==> config.mk <==
export PLATFORM = sky130hd
export DESIGN_NAME = page_frame_allocator
export DESIGN_NICKNAME = d
export VERILOG_FILES = /design/src/pfa_pkg.sv /design/src/page_frame_allocator.sv /design/src/pfa_datapath.sv /design/src/pfa_ctrl.sv
export VERILOG_INCLUDE_DIRS = /design/src /design/src/src
export SDC_FILE = /design/constraint.sdc
export NUM_CORES = 1
export LEC_CHECK = 0
export ABC_AREA = 1
export BUFFER_PORTS_ARGS = -buffer_cell sky130_fd_sc_hd__buf_2
export CAP_MARGIN = 30
export CORE_ASPECT_RATIO = 1.25
export CORE_UTILIZATION = 44
export CTS_BUF_LIST = sky130_fd_sc_hd__clkbuf_8
export DETAILED_ROUTE_END_ITERATION = 10
export PLACE_DENSITY = 0.58
export RECOVER_POWER = 100
export SYNTH_ARGS = -nofsm -noshare
export SYNTH_HDL_FRONTEND = slang
export SYNTH_SLANG_ARGS = --single-unit
==> constraint.sdc <==
create_clock -name clk_i -period 2.5 [get_ports clk_i]
set_input_delay 0.125 -clock clk_i [delete_from_list [all_inputs] [get_ports clk_i]]
set_output_delay 0.125 -clock clk_i [all_outputs]
set_load 0.02 [all_outputs]
==> src/page_frame_allocator_assert.svh <==
// assertion macros shared by the page frame allocator modules
`ifndef PAGE_FRAME_ALLOCATOR_ASSERT_SVH
`define PAGE_FRAME_ALLOCATOR_ASSERT_SVH

`ifndef SYNTHESIS
// checked only out of reset
`define PFA_ASSERT(label, prop, msg) \
  label: assert property (@(posedge clk_i) disable iff (!rst_ni) prop) else $error(msg);
// checked at every edge, reset included
`define PFA_ASSERT_ALWAYS(label, prop, msg) \
  label: assert property (@(posedge clk_i) prop) else $error(msg);
`else
`define PFA_ASSERT(label, prop, msg)
`define PFA_ASSERT_ALWAYS(label, prop, msg)
`endif

`endif

==> src/pfa_pkg.sv <==
// types, constants and control bundles of the page frame allocator
`default_nettype none

package pfa_pkg;

  localparam int NUM_FRAMES = 16;
  localparam int ID_WIDTH   = 8;
  localparam int MAX_GRANT  = 16;
  localparam int IDX_W      = $clog2(NUM_FRAMES);
  localparam int CNT_W      = $clog2(NUM_FRAMES + 1);

  localparam int PID_W   = 8;
  localparam int PAGES_W = 5;
  localparam int FIDX_W  = 4;
  localparam int FREED_W = 5;

  typedef enum logic [1:0] {
    ST_OK      = 2'd0,
    ST_NO_MEM  = 2'd1,
    ST_BAD_ID  = 2'd2
  } status_e;

  typedef enum logic [2:0] {
    EMIT_NONE  = 3'd0,
    EMIT_BAD   = 3'd1,
    EMIT_EMPTY = 3'd2,
    EMIT_NOMEM = 3'd3,
    EMIT_FREED = 3'd4,
    EMIT_GRANT = 3'd5
  } emit_e;

  typedef struct packed {
    logic               req_type;
    logic [PID_W-1:0]   program_id;
    logic [PAGES_W-1:0] page_count;
  } req_t;

  typedef struct packed {
    logic [1:0]         status;
    logic               frame_valid;
    logic [FIDX_W-1:0]  frame_index;
    logic [FREED_W-1:0] frames_freed;
    logic               last;
  } rsp_t;

  // controller to datapath
  typedef struct packed {
    logic  load_req;
    logic  step;
    logic  clr_scan;
    logic  cnt_free;
    logic  free_match;
    logic  grant;
    emit_e emit;
  } cmd_t;

  // datapath to controller
  typedef struct packed {
    logic id_zero;
    logic is_free;
    logic want_zero;
    logic idx_last;
    logic slot_free;
    logic enough;
    logic grant_last;
    logic out_ready;
  } sts_t;

endpackage

`default_nettype wire

==> src/page_frame_allocator.sv <==
// top level of the first-fit page frame allocator
// usage:
// - request channel: in_valid_i / in_stall_o carry one req_t beat, an allocate
//   (req_type 0) of page_count frames or a free (req_type 1) of a program's frames
// - result channel: out_valid_o / out_stall_i carry rsp_t beats; an allocate that
//   succeeds gives one beat per granted frame in rising frame order, every other
//   request gives a single beat; the final beat of a request has last set
// - walks: the owner map is walked by one scan pointer, one frame per cycle while
//   no grant waits on the result register
//   - invalid id or zero-page allocate: result written from the check state
//   - free: a scan over all frames, then the result
//   - allocate: a scan counting free frames, then a decision, then a grant walk
//     that stops after the last granted frame
// - one request is worked at a time; the next is taken the cycle after the last
//   result of the previous one is written, even while that result still waits
// - a stalled result holds; the walk pauses on each grant until the result
//   register has room, so stalling only stretches the request
// - reset empties the owner map (every frame free) and the result register
`default_nettype none

module page_frame_allocator (
  input  wire logic          clk_i,
  input  wire logic          rst_ni,
  input  wire logic          in_valid_i,
  output logic               in_stall_o,
  input  wire pfa_pkg::req_t in_data_i,
  output logic               out_valid_o,
  input  wire logic          out_stall_i,
  output pfa_pkg::rsp_t      out_data_o
);

  // command and status bundles between sequencer and datapath
  pfa_pkg::cmd_t cmd;
  pfa_pkg::sts_t sts;

  // sequencer: accept, decide, count, grant and free walks
  pfa_ctrl u_ctrl (
    .clk_i      (clk_i),
    .rst_ni     (rst_ni),
    .in_valid_i (in_valid_i),
    .in_stall_o (in_stall_o),
    .sts_i      (sts),
    .cmd_o      (cmd)
  );

  // owner map, scan pointer, counter and result register
  pfa_datapath u_datapath (
    .clk_i       (clk_i),
    .rst_ni      (rst_ni),
    .in_data_i   (in_data_i),
    .cmd_i       (cmd),
    .sts_o       (sts),
    .out_stall_i (out_stall_i),
    .out_valid_o (out_valid_o),
    .out_data_o  (out_data_o)
  );

endmodule

`default_nettype wire

==> src/pfa_datapath.sv <==
// owner map, scan pointer, counter, request and result registers
`default_nettype none
`include "page_frame_allocator_assert.svh"

module pfa_datapath (
  input  wire logic          clk_i,
  input  wire logic          rst_ni,
  input  wire pfa_pkg::req_t in_data_i,
  input  wire pfa_pkg::cmd_t cmd_i,
  output pfa_pkg::sts_t      sts_o,
  input  wire logic          out_stall_i,
  output logic               out_valid_o,
  output pfa_pkg::rsp_t      out_data_o
);

  pfa_pkg::req_t                      req_q;
  logic [pfa_pkg::IDX_W-1:0]          idx_q;
  logic [pfa_pkg::CNT_W-1:0]          cnt_q;
  logic [pfa_pkg::ID_WIDTH-1:0]       owner_q [pfa_pkg::NUM_FRAMES];
  logic                               out_valid_q;
  pfa_pkg::rsp_t                      out_q;
  pfa_pkg::rsp_t                      out_d;
  logic [pfa_pkg::ID_WIDTH-1:0]       id;
  logic [pfa_pkg::ID_WIDTH-1:0]       owner_rd;
  logic                               slot_free;
  logic                               slot_match;
  logic                               out_ready;
  logic [pfa_pkg::CNT_W-1:0]          cnt_inc;

  assign id         = req_q.program_id[pfa_pkg::ID_WIDTH-1:0];
  assign owner_rd   = owner_q[idx_q];
  assign slot_free  = (owner_rd == '0);
  assign slot_match = (owner_rd == id);
  assign out_ready  = !out_valid_q || !out_stall_i;
  assign cnt_inc    = pfa_pkg::CNT_W'(cnt_q + 1'b1);

  always_comb begin
    sts_o.id_zero    = (id == '0);
    sts_o.is_free    = req_q.req_type;
    sts_o.want_zero  = (req_q.page_count == '0);
    sts_o.idx_last   = (idx_q == pfa_pkg::IDX_W'(pfa_pkg::NUM_FRAMES - 1));
    sts_o.slot_free  = slot_free;
    sts_o.enough     = ({1'b0, req_q.page_count} <= 6'(cnt_q)) &&
                       (req_q.page_count <= pfa_pkg::PAGES_W'(pfa_pkg::MAX_GRANT));
    sts_o.grant_last = (6'(cnt_inc) == {1'b0, req_q.page_count});
    sts_o.out_ready  = out_ready;
  end

  always_ff @(posedge clk_i) begin
    if (cmd_i.load_req) begin
      req_q <= in_data_i;
    end
  end

  always_ff @(posedge clk_i or negedge rst_ni) begin
    if (!rst_ni) begin
      idx_q <= '0;
      cnt_q <= '0;
      for (int i = 0; i < pfa_pkg::NUM_FRAMES; i++) begin
        owner_q[i] <= '0;
      end
    end else begin
      if (cmd_i.clr_scan) begin
        idx_q <= '0;
        cnt_q <= '0;
      end else begin
        if (cmd_i.step) begin
          idx_q <= pfa_pkg::IDX_W'(idx_q + 1'b1);
        end
        if ((cmd_i.cnt_free && slot_free) || (cmd_i.free_match && slot_match) ||
            cmd_i.grant) begin
          cnt_q <= cnt_inc;
        end
      end
      if (cmd_i.free_match && slot_match) begin
        owner_q[idx_q] <= '0;
      end else if (cmd_i.grant) begin
        owner_q[idx_q] <= id;
      end
    end
  end

  // result register
  always_ff @(posedge clk_i or negedge rst_ni) begin
    if (!rst_ni) begin
      out_valid_q <= 1'b0;
    end else if (cmd_i.emit != pfa_pkg::EMIT_NONE) begin
      out_valid_q <= 1'b1;
    end else if (!out_stall_i) begin
      out_valid_q <= 1'b0;
    end
  end

  always_comb begin
    out_d      = '0;
    out_d.last = 1'b1;
    case (cmd_i.emit)
      pfa_pkg::EMIT_BAD:   out_d.status = pfa_pkg::ST_BAD_ID;
      pfa_pkg::EMIT_NOMEM: out_d.status = pfa_pkg::ST_NO_MEM;
      pfa_pkg::EMIT_FREED: out_d.frames_freed = pfa_pkg::FREED_W'(cnt_q);
      pfa_pkg::EMIT_GRANT: begin
        out_d.frame_valid = 1'b1;
        out_d.frame_index = pfa_pkg::FIDX_W'(idx_q);
        out_d.last        = sts_o.grant_last;
      end
      default: out_d.status = pfa_pkg::ST_OK;
    endcase
  end

  always_ff @(posedge clk_i) begin
    if (cmd_i.emit != pfa_pkg::EMIT_NONE) begin
      out_q <= out_d;
    end
  end

  assign out_valid_o = out_valid_q;
  assign out_data_o  = out_q;

  `PFA_ASSERT(a_emit_has_room, cmd_i.emit != pfa_pkg::EMIT_NONE |-> out_ready, "emit into a full result register")
  `PFA_ASSERT(a_grant_free_slot, cmd_i.grant |-> slot_free && !sts_o.id_zero, "grant onto an owned frame")
  `PFA_ASSERT(a_grant_emits, cmd_i.grant == (cmd_i.emit == pfa_pkg::EMIT_GRANT), "grant and its beat disagree")
  `PFA_ASSERT(a_cnt_bound, cnt_q <= pfa_pkg::CNT_W'(pfa_pkg::NUM_FRAMES), "frame counter overran")
  `PFA_ASSERT_ALWAYS(a_reset_empty, !rst_ni |=> !out_valid_q, "result valid during reset")

endmodule

`default_nettype wire

==> src/pfa_ctrl.sv <==
// request sequencer of the page frame allocator
`default_nettype none

module pfa_ctrl (
  input  wire logic          clk_i,
  input  wire logic          rst_ni,
  input  wire logic          in_valid_i,
  output logic               in_stall_o,
  input  wire pfa_pkg::sts_t sts_i,
  output pfa_pkg::cmd_t      cmd_o
);

  typedef enum logic [6:0] {
    S_IDLE  = 7'b0000001,
    S_CHECK = 7'b0000010,
    S_COUNT = 7'b0000100,
    S_DEC   = 7'b0001000,
    S_GRANT = 7'b0010000,
    S_FREE  = 7'b0100000,
    S_FDONE = 7'b1000000
  } state_e;

  state_e state_q, state_d;

  assign in_stall_o = (state_q != S_IDLE);

  always_comb begin
    state_d = state_q;
    cmd_o   = '0;
    cmd_o.emit = pfa_pkg::EMIT_NONE;
    unique case (state_q)
      S_IDLE: begin
        if (in_valid_i) begin
          cmd_o.load_req = 1'b1;
          cmd_o.clr_scan = 1'b1;
          state_d = S_CHECK;
        end
      end
      S_CHECK: begin
        if (sts_i.id_zero) begin
          if (sts_i.out_ready) begin
            cmd_o.emit = pfa_pkg::EMIT_BAD;
            state_d = S_IDLE;
          end
        end else if (sts_i.is_free) begin
          state_d = S_FREE;
        end else if (sts_i.want_zero) begin
          if (sts_i.out_ready) begin
            cmd_o.emit = pfa_pkg::EMIT_EMPTY;
            state_d = S_IDLE;
          end
        end else begin
          state_d = S_COUNT;
        end
      end
      S_COUNT: begin
        cmd_o.cnt_free = 1'b1;
        cmd_o.step     = 1'b1;
        if (sts_i.idx_last) begin
          state_d = S_DEC;
        end
      end
      S_DEC: begin
        if (sts_i.enough) begin
          cmd_o.clr_scan = 1'b1;
          state_d = S_GRANT;
        end else if (sts_i.out_ready) begin
          cmd_o.emit = pfa_pkg::EMIT_NOMEM;
          state_d = S_IDLE;
        end
      end
      S_GRANT: begin
        if (!sts_i.slot_free) begin
          cmd_o.step = 1'b1;
        end else if (sts_i.out_ready) begin
          cmd_o.grant = 1'b1;
          cmd_o.step  = 1'b1;
          cmd_o.emit  = pfa_pkg::EMIT_GRANT;
          if (sts_i.grant_last) begin
            state_d = S_IDLE;
          end
        end
      end
      S_FREE: begin
        cmd_o.free_match = 1'b1;
        cmd_o.step       = 1'b1;
        if (sts_i.idx_last) begin
          state_d = S_FDONE;
        end
      end
      S_FDONE: begin
        if (sts_i.out_ready) begin
          cmd_o.emit = pfa_pkg::EMIT_FREED;
          state_d = S_IDLE;
        end
      end
      default: state_d = S_IDLE;
    endcase
  end

  always_ff @(posedge clk_i or negedge rst_ni) begin
    if (!rst_ni) begin
      state_q <= S_IDLE;
    end else begin
      state_q <= state_d;
    end
  end

endmodule

`default_nettype wire

Word-level counts from Yosys, hierarchy flattened
Cells that the tools add are included.
Word-level totals
  logic and storage cells: 126
  flip-flop bits (word level): 172
Cells by class
  reductions and logical operators: 18
  add/sub/neg operators: 2
  equality and inequality tests: 22
  muxes and demuxes: 49
  magnitude comparators: 4
  bitwise operators: 3
Operators with widths (number)
  128-bit two-way mux: 2
  128-bit bitwise AND: 1
  128-bit bitwise mux: 1
  128-bit NOT: 1
  7-bit two-way mux: 11
  7-bit case mux with 7 select lines: 1
  8-bit binary-select mux with 4-bit select: 1
  8-bit demux with 4-bit select: 1
  8-bit two-way mux: 3
  8-bit logical NOT: 2
  4-bit two-way mux: 4
  3-bit two-way mux: 5
  5-bit two-way mux: 3
  3-bit case mux with 4 select lines: 1
  1-bit two-way mux: 11
  8-bit equality test: 1
  2-bit != test (second input constant): 4
  7-bit by 1-bit equality test with 1-bit output (second input constant): 1
  7-bit by 2-bit equality test with 1-bit output (second input constant): 1
  7-bit by 3-bit equality test with 1-bit output (second input constant): 1
  7-bit by 4-bit equality test with 1-bit output (second input constant): 1
  7-bit by 5-bit equality test with 1-bit output (second input constant): 1
  7-bit by 6-bit equality test with 1-bit output (second input constant): 1
  7-bit equality test (second input constant): 1
  other kinds (25): 38

Logic depth before layout (Yosys ltp)
Gate-level depths: netlist of the first run.
  depth in word-level cells: 10
  depth in mapped cells: 20
  mapped depth without buffers: 17

Cells and area by module
A second synthesis of the first run with hierarchy kept.
Second synthesis, totals
  cell total of the unflattened synthesis: 1157
  area total of the unflattened synthesis: 8844.7 sq um
Modules (own cells, without submodules)
  pfa_datapath: instances 1, cells each 1049, area each 8202.9 sq um
  pfa_ctrl: instances 1, cells each 108, area each 641.9 sq um

Worst setup path after synthesis of the first run
No wires, ideal clock.
  path kind: reg-to-reg
  start point: register u_datapath.idx_q[0] (netlist name)
  end point: register u_datapath.out_q (netlist bit u_datapath.out_data_o[0]) (enable)
  arrival time: 2.244 ns
  data required time: 2.144 ns
  slack: -0.099 ns
  path buffers: 4
  stages on the path, launching flop included: 18
  path through: dfrtp_1 > buf_6 > inv_2 > buf_6 > buf_6 > nand2_1 > nand3_1 > nand2_1 > nand2_1 > nand2_1 > nor2_2 > nand3_1 > nor2_2 > nand4_4 > buf_6 > nand3_1 > nor2_1 > nand2_1
Between the ends
  cells in the longest elaborated chain, start to end: 8
Ends and longest elaborated chain
  start, declared: line pfa_datapath.sv:17  | logic [pfa_pkg::IDX_W-1:0] idx_q;
  start signal, assigned: line pfa_datapath.sv:68  | idx_q <= pfa_pkg::IDX_W'(idx_q + 1'b1);
  4-bit NOT with 5-bit output (not written as such): line pfa_datapath.sv:31  | assign owner_rd = owner_q[idx_q];
  8-bit binary-select mux with 4-bit select: line pfa_datapath.sv:31
  8-bit two-way mux (not written as such) (2 in a row): line pfa_datapath.sv:31
  8-bit logical NOT: line pfa_datapath.sv:32  | assign slot_free = (owner_rd == '0);
  4-bit two-way mux: line pfa_ctrl.sv:73  | if (!sts_i.slot_free) begin
  3-bit case mux with 4 select lines: line pfa_ctrl.sv:31  | unique case (state_q)
  3-bit nonzero test: line pfa_datapath.sv:111  | if (cmd_i.emit != pfa_pkg::EMIT_NONE) begin
  end signal, assigned: line pfa_datapath.sv:112  | out_q <= out_d;
  end, declared: line pfa_datapath.sv:21  | pfa_pkg::rsp_t out_q;
Every way passes these cells. The select of a mux whose other input is x is not followed.
A chain may end at the register's enable or synchronous reset.

Final worst setup path of the first run
  start point: register u_datapath.idx_q[0] (netlist name)
  end point: register u_datapath.owner_q[95] (netlist name)
Between the ends
  cells in the longest elaborated chain, start to end: 8
  elaborated cells between the ends (all ways): 20
Ends and longest elaborated chain
  4-bit NOT with 5-bit output (not written as such) (*): line pfa_datapath.sv:31, pfa_datapath.sv:76, pfa_datapath.sv:78
  8-bit binary-select mux with 4-bit select, or another cell as far along: line pfa_datapath.sv:31
  8-bit two-way mux (not written as such) or 1-bit logical AND (tied branches): line pfa_datapath.sv:31, pfa_datapath.sv:76, pfa_datapath.sv:78
  8-bit two-way mux, on equally long branches: line pfa_datapath.sv:31, pfa_datapath.sv:76, pfa_datapath.sv:78
  8-bit logical NOT or 8-bit demux with 4-bit select (tied branches): line pfa_datapath.sv:32, pfa_datapath.sv:76, pfa_datapath.sv:78
  4-bit two-way mux, or another cell as far along: line pfa_ctrl.sv:73
  1-bit two-way mux, or another cell as far along: line pfa_ctrl.sv:31
  2-bit nonzero test (no source line) or 128-bit two-way mux (tied branches)
  end signal, assigned by index: line pfa_datapath.sv:78  | owner_q[idx_q] <= id;
  end, declared: line pfa_datapath.sv:19  | logic [pfa_pkg::ID_WIDTH-1:0] owner_q [pfa_pkg::NUM_FRAMES];
Every way passes the cells marked *; elsewhere a longest branch is shown, timed or not. The select of a mux whose other input is x is not followed.

==> impl_results.md, run 1 <==
* Clk Latency, worst-skew pair at around 0.48 ns
* Share of the synthesized area in the top cell type at 0.383
* N_diodes at 0
* Largest area contributor in the netlist: dfrtp_1
* CP delay by family, top: simple AND/OR/NAND/NOR gates
* Setup TNS at -14.41 ns
* 1st-pass router iterations at 7
* First-pass GRT wire length at around 45 mm
* Largest net degree at the start of global routing at 55
* WL/cell at between 15 and 20 um
* Final setup fails at roughly 150
* H-tree Lvls at 4
* Placed cell count at 1613
* Non-Filler Instances at between 1500 and 2000
* Routed Wire Length at approximately 28 mm
* Longest Clk Path Bufs at 2
* Clk slew on worst S/H paths at ~0.10 ns
* Run status: finished with violations
* Area Overhead vs Synth at 23.4%
* CP Capture Type: flop
* Pre-CTS WS at -0.257 ns
* Slowest-stage cell, CP: dfrtp_2
* Tmin final at 2.69 ns
* GP Congestion at 0.883
* Maximum VDD drop at ~0.45 mV
* Total nets after synthesis at 1308
* Syn Area/Cell at approximately 7.4 um^2
* Flops & latches, synth at around 170
* Post-route cell area at between 0.01 and 0.015 mm^2
* Hold Fails Final Rpt at 0
* Slew HR at 0.0512
* # port buffers at 32
* Post-Syn Area at approximately 0.0094 mm^2
* Die width at ~130 um
* Layout cells sized above 1 at 0.169
* DRC at 0
* Max cap viols at 0
* Starting density of the core at 0.451
* # IOs at 33
* Critical Path Fanout Max at 8
* Core ar. at between 0.02 and 0.025 mm^2
* Setup crit start kind: flop
* Worst path bufs/invs at 7
* Peak Freq at 372 MHz
* Clk root buf: clkbuf_8
* Final worst slack at -0.186 ns
* Crit-path cells: clkinv_4 -> buf_12 -> buf_6 -> buf_6 -> o21ai_2 -> o21ai_2 -> nand2_1 -> nand2_2 -> nor2_4 -> nand2_2 -> nor2_4 -> nand4_4 -> buf_12 -> buf_12 -> nor3_4 -> buf_12 -> nand3_1 -> nand2_1
* Worst Skew at approximately 0.016 ns
* Critical path required time at 2.91 ns
* Vias in the first global route at between 8000 and 9000
* Vias at approximately 8600
* Gate Count Post-Synth at about 1300
* Worst EP arrival at 3.10 ns
* Measured slew at the worst slew-check pin at about 1.4 ns
* Die Ht at approximately 170 um
* Iter 0 DRT Violations at 646
* CTS tree: built
* Die ar. at 0.0220 mm^2
* Routed Antenna Nets at 0
* Clock sink total at 172
* Failing checks: setup timing
* Sequential fraction of the synthesis area at 0.472
* Overall global routing resource usage at 0.266
* Period utilization at 1.07
* Worst hold path type: primary input to flop
* CP dominant cell by count: buf_12
* Setup Crit Path Kind: flop to flop
* Final HPWL DP at roughly 19 mm
* RSZ-0062 raised after global routing: yes
* Antenna violations before repair at 0
* Avg Vias per Cell at just over 5
* Pwr dens at 647 mW/mm^2
* Placed cell areas at 0.0105 mm^2
* Synth unique cells at 35
* YS warnings at 0
* Total grt overflow at 0
* Max Slew Vio Count at 0
* Cell Rows at around 60
* Nets@finish at 1426
* CTS buffer count at 17
* Crit path largest cell delay at 0.46 ns
* Synth top area cells: dfrtp_1, nand2_1, nand3_1
* Pleak at 6.30 nW
-- kinds of logic after synthesis --
logic type / Yosys count / share of synthesized area
AOI/OAI and AO/OA: 53 / 0.0296
adders and majority gates: 10 / 0.0133
xor gates and xnor gates: 4 / 0.00372
and+or+nand+nor: 848 / 0.395
DFF: 172 / 0.472
buffers and inverters: 193 / 0.0872
-- cell type report --
cell class	count	area (um^2)
multi-input combinational	915	4440
tap	274	343
sequential	172	4440
clock buffer	17	234
timing repair buffer	156	1520
inverter	136	515
fill	2009	9270
clock inverter	15	133
-- final timing paths --
check / from / to / slack, ns / cells past startpoint
max in group asynchronous: rst_ni / u_datapath.idx_q[0] / 0.34 / 3
min in group asynchronous: rst_ni / u_datapath.owner_q[88] / 0.53 / 2
hold / removal: out_stall_i / u_datapath.out_valid_o / 0.05 / 4
setup reg to reg: u_datapath.idx_q[0] / u_datapath.owner_q[95] / -0.19 / 18
setup / recovery: u_datapath.idx_q[0] / u_datapath.owner_q[95] / -0.19 / 18
hold reg to reg: u_datapath.owner_q[44] / u_datapath.owner_q[44] / 0.48 / 2
-- stage by stage --
stage                     hold slack (ns)  total power [mW]  utilization
final                              0.0534              7.52        0.556
after global routing               0.0585              7.88        0.556
after CTS                          0.0211              7.47        0.547
after detailed placement            0.135              5.40        0.503
after global placement              0.137              5.40        0.503
after floorplan                    -0.171              4.44            -
-- layer usage --
metal	wire length, um	vias to the layer above	GRT usage	share of wire
li1	-	4270	-	-
met1	12300	4109	0.335	0.44
met2	14200	199	0.470	0.50
met3	1110	40	0.0382	0.039
met4	619	0	0.0867	0.022
met5	0	-	0	0
-- where the power goes --
part / switching, mW / internal, mW / total [mW]
clock network: 1.19 / 0.728 / 1.91
registers: 0.169 / 2.99 / 3.15
logic: 1.59 / 0.866 / 2.45
total: 2.94 / 4.58 / 7.52
-- registers in the layout, summed over array words and instances (netlist names) --
name / cells
u_datapath.out_data_o: 13
u_datapath.cnt_q: 5
u_datapath.out_valid_o: 1
u_datapath.id: 8
u_datapath.sts_o: 1
u_datapath.owner_q: 128
u_datapath.req_q: 5
u_ctrl.state_q: 7
u_datapath.idx_q: 4
-- what timing repair did --
item                                   4_1_cts  5_1_grt
cloned                                       1        1
buffers inserted                            16        6
hold buffers                                16        0
endpoints found under the hold margin       66        0
gates resized for setup                     61       43
setup endpoints to repair                  153      160
pin swaps                                   29       22
-- cells in the mapped netlist (all sizes together) --
| cell type | count |
|---|---|
| nor4 | 7 |
| nand3 | 191 |
| o22ai | 1 |
| edfxtp | 27 |
| xor2 | 4 |
| o21bai | 1 |
| nand3b | 1 |
| dfrtp | 144 |
| a21oi | 7 |
| o211ai | 1 |
| inv | 136 |
| o21ai | 40 |
| or2 | 1 |
| a21boi | 1 |
| nor3 | 16 |
| o2111ai | 1 |
| nand4 | 11 |
| ha | 10 |
| nor2 | 126 |
| dfstp | 1 |
| a31oi | 1 |
| buf | 35 |
| nand2 | 495 |
| clkbuf | 22 |
-- worst register-to-register path, delay by kind of cell (launching register included) --
| family | cells | cell delay [ns] |
|---|---|---|
| and+or+nand+nor | 9 | 0.99 |
| AOI/OAI and AO/OA | 2 | 0.23 |
| buffers and inverters | 7 | 0.95 |
| DFF | 1 | 0.46 |
-- placed cells by master, fill, tap and decap left out, types with 4 or more instances in the layout --
master         netlist  final
nand2_4              0     17
nand4_1             10     10
nor2_2               5      8
buf_12               0     25
dfrtp_1            144    143
inv_1              133    133
nand2_2             12     15
a21oi_1              7      5
nor2_4               1     10
clkbuf_8             0     17
buf_4                4     57
nand2_1            483    463
o21ai_2              0      7
nor2_1             120    108
nor3_4              13     14
edfxtp_1            27     27
o21ai_1             23     21
buf_2               17     16
ha_1                10     10
xor2_1               4      4
nand3_2              0      4
buf_6                8     17
inv_6                0      5
dlygate4sd3_1        0     16
nor4_1               7      7
inv_8                0      4
nand3_1            191    186
clkbuf_1            22     19
o21ai_0             17     12
(Power assumes the default switching activity.)
==> run 2: changes to the inputs <==
--- a/config.mk
+++ b/config.mk
@@ -17,4 +17,5 @@
 export RECOVER_POWER = 100
 export SYNTH_ARGS = -nofsm -noshare
 export SYNTH_HDL_FRONTEND = slang
+export SYNTH_HIERARCHICAL = 1
 export SYNTH_SLANG_ARGS = --single-unit
==> run 2 against run 1 <==
The flow finishes with violations (capacitance limit, slew limit, setup timing). Worst setup slack worse by 0.21 ns. Core utilization is 3.1 points higher. Sequential share of layout area is 0.49 points higher. Final area is 1.2% lower. Sequential power hardly changed. Count of clock-buffer cells in the layout is 2 higher. Critical path depth is 3 higher. Non-clock buffer count is 26 higher. Die area is 6.0% lower. Largest cell class unchanged. Largest power group is now combinational logic.
==> impl_results.md, run 2 <==
* Run status: finished with violations (unchanged)
* Failing checks: capacitance limit, slew limit, setup timing (was setup timing)
* Pleak at 5.33 nW (was 6.30 nW)
* Cell Rows at 57 (was 59)
* Most common cell in the netlist: nand2_1 (unchanged)
* Synth top cells by count: nand2_1, dfrtp_1, nor2_1, inv_1, o21ai_0 (was nand2_1, nand3_1, dfrtp_1, inv_1, nor2_1)
* Syn Area/Cell at 7.64 um^2 (was 7.36 um^2)
* CTS buffer count at 17 (unchanged)
* Synth top area cells: dfrtp_1, nand2_1, edfxtp_1 (was dfrtp_1, nand2_1, nand3_1)
* Layout cells sized above 1 at 0.219 (was 0.169)
* Clk Latency, worst-skew pair at 0.48 ns (about the same)
* Die Ht at 161 um (was 166 um)
* Max Slew Vio Count at 65 (was 0)
* Post-Syn Area at 0.00884 mm^2 (was 0.00942 mm^2)
* Final HPWL DP at 18.0 mm (was 19.1 mm)
* Hold Fails Final Rpt at 0 (unchanged)
* Worst EP arrival at 3.14 ns (was 3.10 ns)
* Flops & latches, synth at 172 (unchanged)
* CP delay by family, top: simple AND/OR/NAND/NOR gates (unchanged)
* GP Congestion at 0.911 (was 0.883)
* Routed Antenna Nets at 0 (unchanged)
* Worst hold path type: primary input to flop (unchanged)
* Critical path required time at 2.74 ns (was 2.91 ns)
* Post-route cell area at 0.0115 mm^2 (was 0.0116 mm^2)
* Measured slew at the worst slew-check pin at 1.65 ns (was 1.42 ns)
* Critical Path Fanout Max at 5 (was 8)
* Top_reg_cell synth: dfrtp_1 (unchanged)
* Clk pwr share at 0.249 (was 0.254)
* Longest Clk Path Bufs at 2 (unchanged)
* Clock sink total at 172 (unchanged)
* Pwr dens at 748 mW/mm^2 (was 647 mW/mm^2)
* # port buffers at 32 (unchanged)
* Ys async rst share at 0.843 (unchanged)
* Total nets after synthesis at 1185 (was 1308)
* Net Sw Power at 3.19 mW (was 2.94 mW)
* 1st-pass router iterations at 5 (was 7)
* Sw Ratio at 0.372 (was 0.391)
* Iter 0 DRT Violations at 549 (was 646)
* Slowest-stage cell, CP: dfrtp_2 (unchanged)
* Clk slew on worst S/H paths at 0.09 ns (was 0.10 ns)
* Worst path bufs/invs at 7 (unchanged)
* EDFF count, synth at 27 (unchanged)
* Hold path cells at 4 (unchanged)
* WL/cell at 17.2 um (was 16.7 um)
* Setup crit start kind: flop (unchanged)
* Worst Skew at 0.0187 ns (was 0.0163 ns)
* Final core occ at 0.587 (was 0.556)
* First-pass GRT wire length at 42.4 mm (was 44.7 mm)
* Max FFs per register at 128 (unchanged)
* Slew HR at -0.100 (was 0.0512)
* Vias in the first global route at 7844 (was 8329)
* Nets@finish at 1350 (was 1426)
* Sequential fraction of the synthesis area at 0.502 (was 0.472)
* Crit path largest cell delay at 0.51 ns (was 0.46 ns)
* Fillers at 1871 (was 2009)
* Most frequent cells in the layout: nand2_1, dfrtp_1, inv_1 (was nand2_1, nand3_1, dfrtp_1)
* CP dominant cell by count: nor2_2 (was buf_12)
* Vias at 8132 (was 8618)
* Peak Freq at 345 MHz (was 372 MHz)
* Overall global routing resource usage at 0.273 (was 0.266)
* Routed Wire Length at 27.6 mm (was 28.2 mm)
* Max cap viols at 1 (was 0)
* Final worst slack at -0.395 ns (was -0.186 ns)
* Worst R2R Path Depth at 21 (was 18)
* H-tree Lvls at 4 (unchanged)
* Die ar. at 0.0207 mm^2 (was 0.0220 mm^2)
* Largest net degree at the start of global routing at 65 (was 55)
* Maximum VDD drop at 0.494 mV (was 0.453 mV)
* Most common cell after layout, fill and taps aside: nand2_1 (unchanged)
* Starting density of the core at 0.453 (was 0.451)
* Combinational Power Share at 0.385 (was 0.326)
* Synth unique cells at 43 (was 35)
* Area Overhead vs Synth at 29.7% (was 23.4%)
* DRC at 0 (unchanged)
* Final setup fails at 165 (was 148)
* Share of the synthesized area in the top cell type at 0.407 (was 0.383)
* Period utilization at 1.16 (was 1.07)
* CP Depth at 21 (was 18)
* Placed cell areas at 0.0103 mm^2 (was 0.0105 mm^2)
* Core ar. at 0.0195 mm^2 (was 0.0209 mm^2)
* Pre-CTS WS at -0.507 ns (was -0.257 ns)
* CTS tree: built (unchanged)
* Antenna violations before repair at 0 (unchanged)
* Avg Vias per Cell at 5.08 (was 5.11)
* CP Capture Type: flop (unchanged)
* Pint at 5.39 mW (was 4.58 mW)
* Die width at 129 um (was 133 um)
* Crit-path cells: buf_12 -> clkbuf_16 -> nor2_1 -> nor2_1 -> o21ai_1 -> nand2_1 -> nand2_1 -> nand2_2 -> nor2_2 -> nand4_1 -> nor2_2 -> nand2_1 -> nor2_2 -> inv_2 -> nand3_2 -> inv_2 -> buf_4 -> buf_6 -> nand3_4 -> buf_6 -> nor2_2 (was clkinv_4 -> buf_12 -> buf_6 -> buf_6 -> o21ai_2 -> o21ai_2 -> nand2_1 -> nand2_2 -> nor2_4 -> nand2_2 -> nor2_4 -> nand4_4 -> buf_12 -> buf_12 -> nor3_4 -> buf_12 -> nand3_1 -> nand2_1)
* Tmin final at 2.90 ns (was 2.69 ns)
* Share of power burned in registers at 0.366 (was 0.420)
* Largest area contributor in the netlist: dfrtp_1 (unchanged)
* Gate Count Post-Synth at 1157 (was 1280)
* YS warnings at 6 (was 0)
* Clk root buf: clkbuf_8 (unchanged)
* RSZ-0062 raised after global routing: yes (unchanged)
* N_diodes at 0 (unchanged)
* Total grt overflow at 0 (unchanged)
* # IOs at 33 (unchanged)
* Setup Crit Path Kind: flop to flop (unchanged)
* Largest Register: u_datapath/owner_q (was u_datapath.owner_q)
==> run 2: changes by cell type in the layout (fill, tap and decap cells not counted), moves of 9 or more <==
cell     delta
nand3_1   -137
nand2_1   -100
o21ai_1    +75
o21ai_0    +56
buf_4      +33
nor2_2     +23
nand2_2    +20
nand2_4    -16
inv_1      -14
nor3_4     -14
nand2_8    +10
nor2_1      -9
==> run 2: repair_timing <==
action / 4_1_cts / 5_1_grt
hold buffers: 16 / 0
setup buffers: 3 / 7
resized for setup: 28 / 84
hold endpoints to repair: 75 / 0
pin swaps: 2 / 24
endpoints found under the setup margin: 169 / 169
cloned: 5 / 5
==> run 2: layout make-up <==
| class | instances | area [um^2] | share of cell area |
|---|---|---|---|
| flip-flops and latches | 172 | 4440 | 0.387 |
| multi-input cells | 822 | 4050 | 0.353 |
| repair buffers | 182 | 1740 | 0.151 |
| inverters | 127 | 489 | 0.0426 |
| well taps | 265 | 332 | 0.0289 |
| clock buffers | 19 | 262 | 0.0228 |
| clock inverters | 13 | 165 | 0.0144 |
==> run 2: per-stage QoR <==
step / hold slack (ns) / total power, mW / TNS [ns] / instances
final: 0.169 / 8.58 / -49.12 / 1600
after CTS: 0.144 / 8.26 / -36.40 / 1588
after global routing: 0.186 / 8.99 / -68.28 / 1600
after floorplan: -0.171 / 4.73 / -5.55 / 1157
after detailed placement: 0.168 / 5.94 / -69.28 / 1532
after global placement: 0.168 / 5.94 / -65.83 / 1532
==> run 2: kinds of logic (layout without fill, tap and decap cells) <==
kind of cell,count (synthesis),count (layout),synth area share
and+or+nand+nor,621,622,0.289
AOI/OAI and AO/OA,184,184,0.107
buffers and inverters,164,341,0.0819
adders and majority gates,10,10,0.0141
DFF,172,172,0.502
xor gates and xnor gates,6,6,0.00594
==> run 2: per-layer routing <==
layer  vias to the layer above  part of all wire  track usage
met4                         0             0.021       0.0979
met2                       198              0.51        0.466
li1                       3998                 -            -
met3                        42             0.038       0.0290
met1                      3894              0.43        0.357
met5                         -                 0            0
==> run 2: power by group through the flow <==
stage | clock, mW | sequential [mW] | combinational [mW]
finish | 2.14 | 3.14 | 3.31
global route | 2.27 | 3.16 | 3.56
CTS | 2.17 | 3.13 | 2.96
detailed placement | 0 | 3.18 | 2.77
global placement | 0 | 3.18 | 2.76
floorplan | 0 | 3.17 | 1.56
==> run 2: path summary, 6_finish.rpt <==
path / start / to / slack, ns
max in group asynchronous: rst_ni / u_datapath/owner_q[78] / 0.45
setup reg to reg: u_datapath/idx_q[0] / u_datapath/out_data_o[1] / -0.40
min in group asynchronous: rst_ni / u_ctrl/state_q[1] / 0.60
setup / recovery: u_datapath/idx_q[0] / u_datapath/out_data_o[1] / -0.40
hold reg to reg: u_datapath/owner_q[52] / u_datapath/owner_q[52] / 0.49
hold / removal: out_stall_i / u_datapath/out_valid_o / 0.17
==> run 2: tightest hold or removal path, cell delays in order <==
cell and delay, ns:
buf_2 0.07, nand2_1 0.14, buf_4 0.21, nand2_1 0.06
